==> src/nta_pkg.sv <==
`default_nettype none
package nta_pkg;

  typedef struct packed {
    logic        kind;
    logic [15:0] pos_x;
    logic [15:0] pos_y;
  } in_item_t;

  typedef struct packed {
    logic [4:0]  detection_index;
    logic [15:0] track_id;
    logic        is_new;
    logic        marked_deleted;
    logic        table_full;
    logic        last;
  } out_item_t;

  typedef struct packed {
    logic [11:0] search_radius;
    logic [15:0] extinction_age;
    logic [7:0]  expansion_step;
    logic [7:0]  min_closeness;
  } cfg_t;

  localparam logic [1:0] CFG_SEARCH_RADIUS  = 2'd0;
  localparam logic [1:0] CFG_EXTINCTION_AGE = 2'd1;
  localparam logic [1:0] CFG_EXPANSION_STEP = 2'd2;
  localparam logic [1:0] CFG_MIN_CLOSENESS  = 2'd3;

  localparam logic KIND_LOAD = 1'b0;
  localparam logic KIND_EOF  = 1'b1;

  typedef enum logic [4:0] {
    OP_NONE, OP_CLEAR, OP_LOAD, OP_EMPTY_FRAME, OP_DRD, OP_DCAP,
    OP_TRD, OP_TCAP, OP_TSQ, OP_TSUM, OP_JRD, OP_JCAP, OP_JSQ, OP_JSUM,
    OP_TNEXT, OP_MATCH, OP_MCHK, OP_FRD, OP_FCAP, OP_START_FRAME
  } op_t;

  typedef struct packed {
    op_t op;
  } cmd_t;

  typedef struct packed {
    logic t_last;
    logic det_empty;
    logic det_last;
    logic cand;
    logic j_is_i;
    logic j_last;
    logic e_lt_d;
    logic matched;
    logic free_here;
  } status_t;

endpackage
`default_nettype wire

==> src/nta_cfg.sv <==
`default_nettype none
module nta_cfg (
  input  wire logic        clk,
  input  wire logic        rst_n,
  input  wire logic        cfg_valid,
  output logic             cfg_ready,
  input  wire logic [1:0]  cfg_index,
  input  wire logic [15:0] cfg_data,
  output nta_pkg::cfg_t    cfg
);
  import nta_pkg::*;

  cfg_t cfg_r;

  assign cfg_ready = 1'b1;
  assign cfg       = cfg_r;

  always_ff @(posedge clk) begin
    if (!rst_n) begin
      cfg_r.search_radius  <= 12'd200;
      cfg_r.extinction_age <= 16'd75;
      cfg_r.expansion_step <= 8'd20;
      cfg_r.min_closeness  <= 8'd15;
    end else if (cfg_valid) begin
      unique case (cfg_index)
        CFG_SEARCH_RADIUS:  cfg_r.search_radius  <= cfg_data[11:0];
        CFG_EXTINCTION_AGE: cfg_r.extinction_age <= cfg_data;
        CFG_EXPANSION_STEP: cfg_r.expansion_step <= cfg_data[7:0];
        CFG_MIN_CLOSENESS:  cfg_r.min_closeness  <= cfg_data[7:0];
        default: ;
      endcase
    end
  end
endmodule
`default_nettype wire

==> config.mk <==
export PLATFORM = sky130hd
export DESIGN_NAME = nta_cfg
export DESIGN_NICKNAME = d
export VERILOG_FILES = /design/src/nta_pkg.sv /design/src/nta_cfg.sv
export SDC_FILE = /design/constraint.sdc
export NUM_CORES = 1
export LEC_CHECK = 0
export BUFFER_PORTS_ARGS = -buffer_cell sky130_fd_sc_hd__buf_2
export CORE_ASPECT_RATIO = 1.75
export CORE_UTILIZATION = 48
export CTS_CLUSTER_DIAMETER = 200
export DETAILED_ROUTE_END_ITERATION = 7
export GPL_TIMING_DRIVEN = 0
export HOLD_SLACK_MARGIN = 0.06
export PLACE_DENSITY = 0.78
export SETUP_SLACK_MARGIN = 0.15
export SLEW_MARGIN = 40
export SYNTH_ARGS = -nofsm -noshare
export SYNTH_HDL_FRONTEND = slang
export SYNTH_SLANG_ARGS = --single-unit
export TNS_END_PERCENT = 30
==> constraint.sdc <==
create_clock -name clk -period 1.3 [get_ports clk]
set_input_delay 0.065 -clock clk [delete_from_list [all_inputs] [get_ports clk]]
set_output_delay 0.065 -clock clk [all_outputs]
set_load 0.02 [all_outputs]
* Word level (Yosys, flattened, before mapping)
Cells that the tools add are included.
** Storage, ports and cells
- Bits in registers :: 44
- Output and inout bits :: 45
- Logic and storage cells :: 12
** Operators by class
- Equal/unequal tests :: 3
- Reductions and logical operators :: 5
** Operators by type and width (count)
- 2-bit AND reduction :: 4
- 2-bit == test (second input constant) :: 2
- 2-bit by 1-bit == test with 1-bit output (second input constant) :: 1
- 2-bit zero test :: 1

* Longest topological paths before layout
- Word-level depth :: 2
- Mapped depth :: 5

* Least setup slack after synthesis
Ideal clock, no wire load.
- Path kind :: input to register
- Start :: input cfg_valid
- End :: register cfg_r, in the netlist cfg[35]
- Arrival :: 0.812 ns
- Slack :: 0.364 ns
- Cell stages on the path :: 4
- Path buffers :: 2
- Path through :: buf_2 -> or3b_1 -> buf_6 -> mux2i_1
** On the way
- Longest elaborated chain between the ends :: 1
** RTL lines
- start, declared :: line nta_cfg.sv:5 : input wire logic cfg_valid,
- 2-bit AND reduction (no line)
- end, declared :: line nta_cfg.sv:13 : cfg_t cfg_r;
No other way between the ends.
A chain may end at the register's enable or synchronous reset.

* Worst setup path in the final report
- Start :: register cfg_r, in the netlist cfg[7]
- End :: output cfg[7] in the netlist's numbering
** RTL lines
- end, declared :: line nta_cfg.sv:9 : output nta_pkg::cfg_t cfg
No word-level cell between the ends.

==> out/results.ini <==
[critical_path]
r2r_slack_ns = 0.65
cp_slowest_stage_delay_ns = 0.35
cp_slowest_cell = dfxtp_1
timing.rr.start = cfg[0]
crit_chain = buf_2
cp-end-kind = output port
cp_top_family = flip-flops
criticalPathCategory = flip-flop to output port
cp_num_buf_inv = 1
crit_cells = 1
crit_required_ns = 1.24
crit_arrival_ns = 0.81
rr_worst_depth = 2
cp_max_fo = 2
setup.worst_path.start = cfg[7]
startpoint_type = flip-flop

[hold_path]
hold_start = cfg_data[0]
min_path_cells = 3
hold_path_class = primary input to flip-flop

[sta]
finalCriticalPeriod_ns = 0.8792
hold_viol = 0
rsz0062_at_grt = no
tightest_slew_ns = 0.5426
skew_ns = 0
report.final.slew_viol_count = 0
finalWorstSetupSlack_ns = 0.4208
slew_headroom_pct = 63.83
fin_crit_sh_pct = 67.63
setup_viol = 0
fmax_mhz = 1137
tns_ns = 0

[route]
wirelength_um = 3957
ant_nets = 0
drt_first_pass_iters = 4
avgRoutedWirePerCell_um = 13.23
drt-initial-drc-count = 23
vias = 1451
viasPerCell = 4.853
drc = 0

[clock_tree]
clk_path_buf_depth = 2
clk_latency_ns = 0.28
cts-root-buf = clkbuf_8
cts_buffers = 5
cts_sinks = 44
clk_pin_slew_ns = 0.08
cts_setup_buffers = 0
htree_levels = 2
tritoncts = built

[yosys]
synth-seq-cells = 44
yosysTopAreaCell = dfxtp_1
ys_warn_count = 0
syn_nets = 197
synth.distinct_cells = 18
yosysSeqAreaShare_pct = 49.89
syn_area_um2 = 1765
avgSynthCellArea_um2 = 10.03
synth_cells = 176
netlist_top_cells_area = dfxtp_1 (50%), mux2i_1 (24%), nand2_1 (10%)
synthDominantCellAreaShare_pct = 49.89

[global_routing]
grtUsageMet1_pct = 22.40
grt-ovfl-total = 0
grt_pass1_vias = 1401
use_met2_pct = 37.43
grt_usage_pct = 21.00
grt_pass1_wl_um = 5934
grt_busiest_layer = met2
grt_antenna_before_repair = 0
use_met3_pct = 4.348
grt_max_degree = 14

[power]
p_leak_nw = 1.144
ir_worst_vdd_mv = 1.089
powerDensity_nw_per_um2 = 1230
fin_total_pwr_mw = 2.883

[cells_and_area]
fin_area_um2 = 2344
areaGrowthSynthToFinish_pct = 32.74
final_nets = 274
drive_gt1_share_pct = 30.71
layout_commonest_cell = buf_2
mostFrequentLayoutCells = buf_2 (63), nand2_1 (47), dfxtp_1 (44), mux2i_1 (42), nor2b_1 (16)
antenna_cells = 0
final.fill_count = 294
largest_reg_flops = 44

[placement]
place_congestion = 0.7620
pre_cts_ws_ns = 0.1695
port_buffers = 61
placed_area_um2 = 2127
dp_hpwl_um = 2843

[floorplanning]
die_area_um2 = 3934
rows = 28
die_y_um = 82.23
coreArea_um2 = 3433
die_w_um = 47.85
initial_utilization_pct = 51.42
pin_count = 66

[run_status]
status = finished clean

[run]
max-cap-violations = 0

==> cell usage after synthesis <==
cell type	count
nand3b_1	1
clkbuf_1	7
and3b_1	2
dfxtp_1	44
buf_4	2
o211ai_1	2
buf_6	3
mux2i_1	42
nand4b_1	1
nand4bb_1	1
buf_2	2
or3b_1	1
nand3_2	1
nor3b_2	1
conb_1	1
nor2b_1	16
nand2_1	47
inv_1	2
==> kinds of logic after synthesis <==
family | count (synthesis) | share of synthesized area [%]
flops | 44 | 49.89
simple gates | 71 | 19.99
compound gates | 2 | 0.8502
buf+inv | 16 | 5.245
mux | 42 | 23.81
other cells | 1 | 0.2124
==> where the power goes <==
part	internal (mW)	switching, mW	total (mW)	leakage (nW)
sequential	1.40	0.0234	1.42	0.358
clock	0.678	0.439	1.12	0.0645
combinational	0.147	0.200	0.347	0.722
total	2.22	0.662	2.88	1.14
==> metrics by stage <==
step | instances | util (%) | hold slack, ns
after detailed placement | 282 | 61.95 | 0.3217
after global routing | 299 | 68.26 | 0.07909
after floorplan | 176 | - | 0.2072
after CTS | 299 | 68.26 | 0.06126
after global placement | 282 | 61.95 | 0.3124
final | 299 | 68.26 | 0.06621
==> area by class of cell <==
cell class	instances	area, um2	share of cell area, %
Buffer	14	85.08	3.631
Sequential cell	44	880.8	37.59
Clock inverter	1	30.03	1.281
Multi-Input combinational cell	116	792.0	33.80
Clock buffer	7	96.34	4.111
Tap cell	45	56.30	2.403
Timing Repair Buffer	70	395.4	16.87
Inverter	2	7.507	0.3203
==> path summary, 6_finish.rpt <==
kind | to
worst max-delay path | cfg[7]
worst min-delay path | cfg[8]
worst min register to register | cfg[33]
worst max register to register | cfg[0]
==> layer usage <==
metal  part of all wire (%)  vias to the layer above
met1                     41                      676
li1                       -                      723
met5                      0                        -
met4                    1.2                        0
met3                    4.9                        5
met2                     53                       47
==> worst reg2reg max path, cell delays in order, from the launching register on <==
cell and delay (ns):
dfxtp_1 0.31, nor2b_1 0.13, mux2i_1 0.09
==> repair_timing <==
action,CTS,global route
endpoints found under the setup margin,0,0
hold buffers,9,0
endpoints found under the hold margin,13,0
gates resized for setup,0,0
Note: power is estimated with default switching activity, not from simulation.
