<file path="src/nta_pkg.sv">
`default_nettype none
package nta_pkg;

  typedef struct packed {
    logic        kind;
    logic [15:0] pos_x;
    logic [15:0] pos_y;
  } in_item_t;

  typedef struct packed {
    logic [4:0]  detection_index;
    logic [15:0] track_id;
    logic        is_new;
    logic        marked_deleted;
    logic        table_full;
    logic        last;
  } out_item_t;

  typedef struct packed {
    logic [11:0] search_radius;
    logic [15:0] extinction_age;
    logic [7:0]  expansion_step;
    logic [7:0]  min_closeness;
  } cfg_t;

  localparam logic [1:0] CFG_SEARCH_RADIUS  = 2'd0;
  localparam logic [1:0] CFG_EXTINCTION_AGE = 2'd1;
  localparam logic [1:0] CFG_EXPANSION_STEP = 2'd2;
  localparam logic [1:0] CFG_MIN_CLOSENESS  = 2'd3;

  localparam logic KIND_LOAD = 1'b0;
  localparam logic KIND_EOF  = 1'b1;

  typedef enum logic [4:0] {
    OP_NONE, OP_CLEAR, OP_LOAD, OP_EMPTY_FRAME, OP_DRD, OP_DCAP,
    OP_TRD, OP_TCAP, OP_TSQ, OP_TSUM, OP_JRD, OP_JCAP, OP_JSQ, OP_JSUM,
    OP_TNEXT, OP_MATCH, OP_MCHK, OP_FRD, OP_FCAP, OP_START_FRAME
  } op_t;

  typedef struct packed {
    op_t op;
  } cmd_t;

  typedef struct packed {
    logic t_last;
    logic det_empty;
    logic det_last;
    logic cand;
    logic j_is_i;
    logic j_last;
    logic e_lt_d;
    logic matched;
    logic free_here;
  } status_t;

endpackage
`default_nettype wire

</file>
<file path="src/nta_ctrl.sv">
`default_nettype none
module nta_ctrl (
  input  wire logic       clk,
  input  wire logic       rst_n,
  input  wire logic       start,
  input  wire logic       kind,
  output logic            busy,
  input  wire nta_pkg::status_t sts,
  output nta_pkg::cmd_t   cmd
);
  import nta_pkg::*;

  typedef enum logic [4:0] {
    S_CLEAR, S_IDLE, S_DRD, S_DCAP, S_TRD, S_TCAP, S_TSQ, S_TSUM,
    S_JRD, S_JCAP, S_JSQ, S_JSUM, S_TNEXT, S_MATCH, S_MCHK, S_FRD, S_FCAP
  } state_t;

  state_t state_r, state_nxt;
  state_t done_st;

  assign busy    = (state_r != S_IDLE);
  assign done_st = sts.det_last ? S_IDLE : S_DRD;

  always_comb begin
    state_nxt = state_r;
    cmd.op    = OP_NONE;
    unique case (state_r)
      S_CLEAR: begin
        cmd.op = OP_CLEAR;
        if (sts.t_last) state_nxt = S_IDLE;
      end
      S_IDLE: begin
        if (start) begin
          if (kind == KIND_LOAD) begin
            cmd.op = OP_LOAD;
          end else if (sts.det_empty) begin
            cmd.op = OP_EMPTY_FRAME;
          end else begin
            cmd.op    = OP_START_FRAME;
            state_nxt = S_DRD;
          end
        end
      end
      S_DRD: begin
        cmd.op = OP_DRD; state_nxt = S_DCAP;
      end
      S_DCAP: begin
        cmd.op = OP_DCAP; state_nxt = S_TRD;
      end
      S_TRD: begin
        cmd.op = OP_TRD; state_nxt = S_TCAP;
      end
      S_TCAP: begin
        cmd.op = OP_TCAP; state_nxt = S_TSQ;
      end
      S_TSQ: begin
        cmd.op = OP_TSQ; state_nxt = S_TSUM;
      end
      S_TSUM: begin
        cmd.op    = OP_TSUM;
        state_nxt = sts.cand ? S_JRD : S_TNEXT;
      end
      S_JRD: begin
        cmd.op = OP_JRD;
        if (!sts.j_is_i)     state_nxt = S_JCAP;
        else if (sts.j_last) state_nxt = S_TNEXT;
      end
      S_JCAP: begin
        cmd.op = OP_JCAP; state_nxt = S_JSQ;
      end
      S_JSQ: begin
        cmd.op = OP_JSQ; state_nxt = S_JSUM;
      end
      S_JSUM: begin
        cmd.op    = OP_JSUM;
        state_nxt = (sts.e_lt_d || sts.j_last) ? S_TNEXT : S_JRD;
      end
      S_TNEXT: begin
        cmd.op    = OP_TNEXT;
        state_nxt = sts.t_last ? S_MATCH : S_TRD;
      end
      S_MATCH: begin
        cmd.op = OP_MATCH; state_nxt = S_MCHK;
      end
      S_MCHK: begin
        cmd.op    = OP_MCHK;
        state_nxt = sts.matched ? done_st : S_FRD;
      end
      S_FRD: begin
        cmd.op = OP_FRD; state_nxt = S_FCAP;
      end
      S_FCAP: begin
        cmd.op    = OP_FCAP;
        state_nxt = (sts.free_here || sts.t_last) ? done_st : S_FRD;
      end
      default: state_nxt = S_IDLE;
    endcase
  end

  always_ff @(posedge clk) begin
    if (!rst_n) state_r <= S_CLEAR;
    else        state_r <= state_nxt;
  end
endmodule
`default_nettype wire

</file>
<file path="config.mk">
export PLATFORM = sky130hd
export DESIGN_NAME = nta_ctrl
export DESIGN_NICKNAME = d
export VERILOG_FILES = /design/src/nta_pkg.sv /design/src/nta_ctrl.sv
export SDC_FILE = /design/constraint.sdc
export NUM_CORES = 1
export LEC_CHECK = 0
export BUFFER_PORTS_ARGS = -buffer_cell sky130_fd_sc_hd__clkbuf_2
export CAP_MARGIN = 20
export CORE_AREA = 2 2 39 41
export CTS_CLUSTER_DIAMETER = 150
export DETAILED_ROUTE_END_ITERATION = 16
export DIE_AREA = 0 0 41 43
export GPL_TIMING_DRIVEN = 0
export PLACE_DENSITY = 0.72
export SETUP_SLACK_MARGIN = 0.02
export SYNTH_ARGS = -nofsm -noshare
export SYNTH_HDL_FRONTEND = slang
export SYNTH_SLANG_ARGS = --single-unit
</file>
<file path="constraint.sdc">
create_clock -name clk -period 3 [get_ports clk]
set_input_delay 0.6 -clock clk [delete_from_list [all_inputs] [get_ports clk]]
set_output_delay 0.6 -clock clk [all_outputs]
set_load 0.05 [all_outputs]
</file>
# Word level (Yosys, flattened, before mapping)
# Index checks and enable logic that the tools add are counted.
[totals] mem_bits_rw=0 reg_bits=5 wordCells=44 n_memories=0 latchBits=0 inputBits=13 mem_bits_ro=0 output_inout_bits=6
[classes] n_addsub=0 div=0 n_shift=0 order_cmp=0 bitwise_logic=0 multipliers=0 n_eq_ne=22 n_reduce_logical=4 mux=17
[op_table] op="$pmux W5 S17" n=2
[op_table] op="$mux W5" n=9
[op_table] op="$eq A5 B4 Y1 const B" n=8
[op_table] op="$eq A5 B3 Y1 const B" n=4
[op_table] op="$mux W4" n=3
[op_table] op="$eq A5 B2 Y1 const B" n=2
[op_table] op="$ne A2 B2 Y1 const B" n=4
[op_table] op="$mux W3" n=2
[op_table] op="$eq A5 B1 Y1 const B" n=1
[op_table] op="$eq A5 B5 Y1 const B" n=1
[op_table] op="$logic_not A5 Y1" n=1
[op_table] op="$ne A5 B1 Y1 const B" n=1
[op_table] op="$reduce_and A5 Y1" n=1
[op_table] op="$ne A3 B3 Y1 const B" n=1
[op_table] op="$logic_or A1 B1 Y1" n=2
[op_table] op="$mux W2" n=1

# Logic depth before layout (Yosys ltp)
# Gate-level depths: netlist of run 1.
[depth] depth_word=4 ltp_mapped=6 ltp_nobuf=4

# Worst setup path before layout of run 1
# No wires, ideal clock.
[synth_timing] kind="input port to output port" start="input kind" end="output cmd[0] in the netlist's numbering" t_required_ps=2400 arrival_ps=1893 path_stages=3 n_path_buf=0 setup_slack_ps=507 cell_sequence="nand2_1 -> and3_1 -> nor3_1"
[synth_lines] element="from (decl)" line_no="nta_ctrl.sv:6" rtl="input wire logic kind,"
[synth_lines] element="to (decl)" line_no="nta_ctrl.sv:9" rtl="output nta_pkg::cmd_t cmd"

==> out/summary.txt, run 1 <==
status - finished, final reports clean
Hold/Removal Path Class - primary input to register
mux cell area share after synthesis - 0%
Post-Syn Area - 589 um2
FMAX - 445 MHz
dpl cells - 119
Synth Area per Inst - 6.93 um2
Power Internal - 0.137 mW
proportion of layout cells with a drive suffix above 1 - 29.9%
Max VDD drop - 0.000194 V
Clock Power Share - 40.0%
Syn Inst Count - 85
distinct cell type count of the synthesized netlist - 33
met2 GRT Util - 27.8%
number of DRC markers in iteration 0 - 13
DRT Pass-1 Iters - 4
post_cts resized - 0
Crit Path Category - register to primary output
P_leak - 0.326 nW
Crit Path Max Fanout - 10
drt total wl - 1.45 mm
Hold Vio Cnt, Final - 0
Filler cells - 126
H-tree levels - 1
TritonCTS clock tree - yes
Yosys top cell area share - 17.0%
Syn Nets - 98
initial antenna violation count - 0
Die Y - 43 um
Simple-Gate Fraction of Synth Area - 43.7%
Tcrit/Tclk final - 74.9%
flop-to-flop setup slack - 1.57 ns
share of power burned in registers - 35.5%
reg2reg start - state_r[0]
Setup WS post-layout - 0.754 ns
setup TNS - 0 ns
Setup WS pre-CTS - 0.993 ns
most flop-heavy register - state_r
CP Launch Type - register
per-cell routed wire length - 11.8 um
XOR/XNOR Fraction of Synth Area - 2.97%
TritonCTS Sinks - 5
worst skew pair latency - 0.25 ns
die footprint - 1760 um2
Die Width - 41 um
complex-gate fraction of the synthesized area - 27.4%
Largest regs - state_r (5)
Synth area leader - dfxtp_1
total CTS buffers - 3
worst path required time - 2.40 ns
post-layout total power - 0.199 mW
crit path to - cmd[1]
IO Count - 19
worst reg2reg path depth - 5
Slew headroom - 80.0%
cts hold-fix bufs - 0
ANT nets after route - 0
DRC viols - 0
Layout area overhead - 23.1%
Nets - 121
met3 Usage GRT - 7.85%
max-slew violation count - 0
Worst Clk Skew - 0.00415 ns
starting density of the core - 42.6%
largest family of logic cells by synthesized area - simple AND/OR/NAND/NOR gates
FP Rows - 14
Tmin final - 2.25 ns
switch share - 31.4%
critical path endpoint category - primary output
total grt overflow - 0
RSZ-0062 raised after global routing - false
Ys Warns - 0
combinational share of power - 24.6%
Root Driver - clkbuf_4
routability cong. - 0.875
top cells by area, synth - dfxtp_1, nand2_1, nor2_1
Synth Area in Adders - 0%
Vias - 661
sequential cell area fraction in the yosys report - 17.0%
MaxCap Viol Count - 0
Total Routing Usage GR - 18.4%
met1 Track Usage GR - 23.5%
global-route wire length before repair - 2.21 mm
WHS - 0.582 ns
# diodes - 0
R2R Path End - state_r[2]
# setup viols final - 0
vias in the first global route - 552
NetSw - 0.0625 mW
IO buf count - 18
worst setup path startpoint - state_r[2]
slew at the pin with the worst max-slew slack - 0.298 ns
pin count of the biggest net entering global routing - 11
Worst-path clk slew - 0.05 ns
Pwr per Cell Area - 274 nW/um2
Seq cells post-synth - 5
Post-CTS Setup Repair Bufs - 0
vias per cell - 5.37
hpwl dp - 1.06 mm
Non-Filler Instances - 123
gr busiest metal - met2
crit path DAT - 1.65 ns
core area - 1380 um2
max reg flops - 5
deepest clock path buffer count - 2
-- placed cells by master (no fill, tap or decap) --
master     synthesis  final
a21o_1             2      2
a21oi_1            4      4
a2bb2oi_1          1      1
a31oi_1            4      4
a31oi_2            1      1
a32oi_1            2      2
a41oi_1            2      2
and3_1             1      1
and4b_1            2      2
buf_2              6      6
buf_6              1      1
clkbuf_1           0      1
clkbuf_2           0     18
clkbuf_4           0      3
dfxtp_1            5      5
inv_1              3      3
nand2_1           12     12
nand2b_1           7      7
nand3_1            1      1
nand4b_1           2      2
nor2_1            12     12
nor2b_1            3      3
nor3_1             1      1
nor3_2             1      1
nor3b_1            1      1
nor3b_2            1      1
nor4_2             1      1
nor4b_1            1      1
o21a_1             1      1
o21ai_0            1      1
o21ai_1            1      1
o21bai_1           1      1
o2bb2ai_1          1      1
o41a_1             1      1
xnor2_1            1      1
xor2_1             1      1
-- through the flow --
stage	utilization, %	cell area, um2
global placement	50.5	699
CTS	52.4	726
finish	52.4	726
detailed placement	50.5	699
global route	52.4	726
floorplan	-	589
-- Yosys cell counts --
library cell / n
nor3b_1: 1
inv_1: 3
nand2_1: 12
nor2b_1: 3
nor4b_1: 1
nor3_2: 1
xnor2_1: 1
nor2_1: 12
nor3b_2: 1
xor2_1: 1
nor3_1: 1
nand2b_1: 7
nor4_2: 1
and4b_1: 2
a31oi_1: 4
nand4b_1: 2
a32oi_1: 2
a21o_1: 2
a41oi_1: 2
and3_1: 1
o41a_1: 1
buf_2: 6
a2bb2oi_1: 1
o2bb2ai_1: 1
o21ai_0: 1
buf_6: 1
nand3_1: 1
o21ai_1: 1
a21oi_1: 4
o21bai_1: 1
a31oi_2: 1
o21a_1: 1
dfxtp_1: 5
-- layout make-up --
type / instances / area (um2) / area share [%]
timing repair buffer: 18 / 90.1 / 12.4
inverter: 3 / 11.3 / 1.55
tap: 16 / 20.0 / 2.76
clock buffer: 4 / 26.3 / 3.62
sequential: 5 / 100 / 13.8
multi-input combinational: 70 / 437 / 60.2
buffer: 7 / 41.3 / 5.69
-- worst min path at each step --
stage	slack (ns)	startpoint	cells past startpoint	end
2_1_floorplan	0.62	state_r[4]	3	state_r[2]
3_3_place_gp	0.73	state_r[4]	3	state_r[2]
3_5_place_dp	0.73	state_r[4]	3	state_r[2]
4_1_cts	0.58	rst_n	3	state_r[4]
5_1_grt	0.58	rst_n	3	state_r[4]
6_report	0.58	rst_n	3	state_r[4]
-- layer usage --
metal,wire length (um),vias to the layer above
met4,0,0
met5,0,-
met1,687,284
met2,660,28
li1,-,349
met3,103,0
-- critical path, cell delays in order, from the launching register on --
cell	delay, ns
dfxtp_1	0.30
buf_2	0.20
buf_2	0.24
nor2_1	0.10
a21oi_1	0.13
a21oi_1	0.05
nor2_1	0.09
clkbuf_2	0.28
-- cell families after synthesis --
family                    count (synthesis)
buffers and inverters                    10
xor gates and xnor gates                  2
AOI/OAI and AO/OA                        22
DFF                                       5
and+or+nand+nor                          46
-- power groups by stage --
stage                     combinational, mW  sequential, mW  clock, mW
after floorplan                      0.0329          0.0707          0
after global placement               0.0484          0.0716          0
after detailed placement             0.0489          0.0716          0
after CTS                            0.0490          0.0704     0.0823
after global routing                 0.0530          0.0704     0.0908
final                                0.0489          0.0706     0.0795
Power figures use the tool's default switching activity.
==> inputs of run 2 (changes only) <==
- ABC_AREA: unset -> 1
- PLACE_DENSITY: 0.72 -> 0.75
- clock period: 3 -> 2.2 ns (I/O delays scaled with it)
==> run 2 against run 1 <==
Net effect:
- routed wire length is 18% higher
- global-route usage is 4.4 points higher
- critical endpoint is now cmd[3]
- non-clock buffer count is 7 lower
==> out/summary.txt, run 2 <==
status - finished, final reports clean
share of power burned in registers - 23.7%
Crit Path Max Fanout - 6
met1 Track Usage GR - 31.3%
max-slew violation count - 0
Total Routing Usage GR - 22.8%
Seq cells post-synth - 5
Hold Vio Cnt, Final - 0
H-tree levels - 1
commonest non-fill, non-tap cell in the layout - nand2_1
switch share - 49.2%
distinct cell type count of the synthesized netlist - 21
Synth Area per Inst - 5.20 um2
IO buf count - 18
pin count of the biggest net entering global routing - 10
slowest stage cell on the critical path - dfxtp_1
# setup viols final - 0
core area - 1380 um2
critical path endpoint category - primary output
Nets - 156
initial antenna violation count - 0
met2 GRT Util - 35.3%
sequential cell area fraction in the yosys report - 16.0%
Post-CTS Setup Repair Bufs - 0
post_cts resized - 0
gr busiest metal - met2
RSZ-0062 raised after global routing - false
Root Driver - clkbuf_4
routability cong. - 0.878
Area after DPL - 738 um2
slew at the pin with the worst max-slew slack - 0.318 ns
cts hold-fix bufs - 0
hpwl dp - 1.43 mm
NetSw - 0.232 mW
top cells by area, synth - nand2_1, nor2_1, dfxtp_1
ys async rst share - 0%
Layout area overhead - 23.6%
global-route wire length before repair - 2.84 mm
combinational share of power - 54.9%
Vias - 833
setup TNS - 0 ns
vias per cell - 5.27
Pwr per Cell Area - 611 nW/um2
total CTS buffers - 3
TritonCTS clock tree - yes
DRT Pass-1 Iters - 4
Die Y - 43 um
total grt overflow - 0
die footprint - 1760 um2
Syn Inst Count - 120
Post-Syn Area - 624 um2
max reg flops - 5
per-cell routed wire length - 10.9 um
met3 Usage GRT - 0.524%
Power Internal - 0.239 mW
starting density of the core - 45.1%
Yosys top cell area share - 19.2%
Worst-path clk slew - 0.04 ns
Max VDD drop - 0.000325 V
Finished Cell Area - 772 um2
MaxCap Viol Count - 0
top post-synthesis cells by count - nand2_1, nor2_1, nand3_1
Post-synth top flop - dfxtp_1
Tmin final - 2.11 ns
FMAX - 473 MHz
TritonCTS Sinks - 5
Crit Path Category - register to primary output
IO Count - 19
commonest cells after routing, fill and taps aside - nand2_1, nor2_1, nand3_1, clkbuf_2, inv_1
deepest clock path buffer count - 2
Synth area leader - nand2_1
crit path DAT - 1.67 ns
Tcrit/Tclk final - 96.1%
number of DRC markers in iteration 0 - 38
worst-path cell chain - inv_1 > nor2_1 > nand3_1 > nand2_2 > nor2_2 > nand4_1 > clkbuf_2
Worst Clk Skew - 0.000680 ns
most flop-heavy register - state_r
ANT nets after route - 0
# diodes - 0
Die Width - 41 um
Clock Power Share - 21.3%
worst path required time - 1.76 ns
DRC viols - 0
worst skew pair latency - 0.23 ns
Ys Warns - 0
CP Launch Type - register
vias in the first global route - 728
Hold/Removal Path Class - primary input to register
most common cell in the netlist - nand2_1
drt total wl - 1.72 mm
proportion of layout cells with a drive suffix above 1 - 26.8%
CP peak stage delay - 0.46 ns
Syn Nets - 133
P_leak - 0.439 nW
Largest regs - state_r (5)
EDFF count, synth - 0
Slew headroom - 78.8%
FP Rows - 14
-- run 2: cell count changes after synthesis, sizes merged, moves of 3 or more --
cell    before  now
nand2       12   35
nor2        12   35
nand3        1   17
inv          3   12
buf          7    0
nand2b       7    0
a31oi        5    1
o21ai        2    6
nor2b        3    0
-- run 2: final timing paths --
check                                   to        from  cells after the start  slack (ns)
worst min-delay path            state_r[0]       rst_n                      3        0.46
worst max register to register  state_r[0]  state_r[3]                      9        0.71
worst min register to register  state_r[4]  state_r[0]                      2        0.57
worst max-delay path                cmd[3]  state_r[3]                      7        0.09
-- run 2: power by group through the flow --
stage	clock, mW	combinational (mW)	sequential [mW]
floorplan	0	0.195	0.110
global placement	0	0.250	0.111
detailed placement	0	0.252	0.112
CTS	0.108	0.253	0.110
global route	0.110	0.286	0.113
finish	0.101	0.259	0.112
-- run 2: final cells by class --
cell class | instances | area [um2]
Fill cell | 152 | 612
Tap cell | 16 | 20.0
Timing Repair Buffer | 18 | 90.1
Multi-Input combinational cell | 102 | 484
Inverter | 13 | 51.3
Clock buffer | 4 | 26.3
Sequential cell | 5 | 100
-- run 2: worst max-delay path, delay by kind of cell, from the launching register on --
kind / cells / cell delay, ns
AND/OR/NAND/NOR: 5 / 0.56
flip-flops: 1 / 0.46
buffers and inverters: 2 / 0.42
-- run 2: routing by layer --
| metal | vias to the layer above | routed length [um] |
|---|---|---|
| met4 | 0 | 14 |
| li1 | 438 | - |
| met3 | 2 | 105 |
| met2 | 27 | 847 |
| met1 | 366 | 747 |
| met5 | - | 0 |
-- run 2: cells by family (layout without fill, tap and decap cells) --
group                  count (synthesis)  after routing  share of synthesized area [%]
AO/OA/AOI/OAI                         11             11                           10.4
flip-flops                             5              5                           16.0
buffers and inverters                 13             35                           8.22
AND/OR/NAND/NOR                       91             91                           65.3
-- run 2: metrics by stage --
stage / hold WS [ns] / util (%) / worst slack, ns / power, mW / cells
2_1_floorplan: 0.511 / - / 0.192 / 0.305 / 120
3_3_place_gp: 0.555 / 53.3 / 0.335 / 0.362 / 154
3_5_place_dp: 0.562 / 53.3 / 0.317 / 0.364 / 154
4_1_cts: 0.446 / 55.2 / 0.0527 / 0.471 / 158
5_1_grt: 0.492 / 55.8 / 0.0191 / 0.509 / 158
6_report: 0.457 / 55.8 / 0.0852 / 0.471 / 158
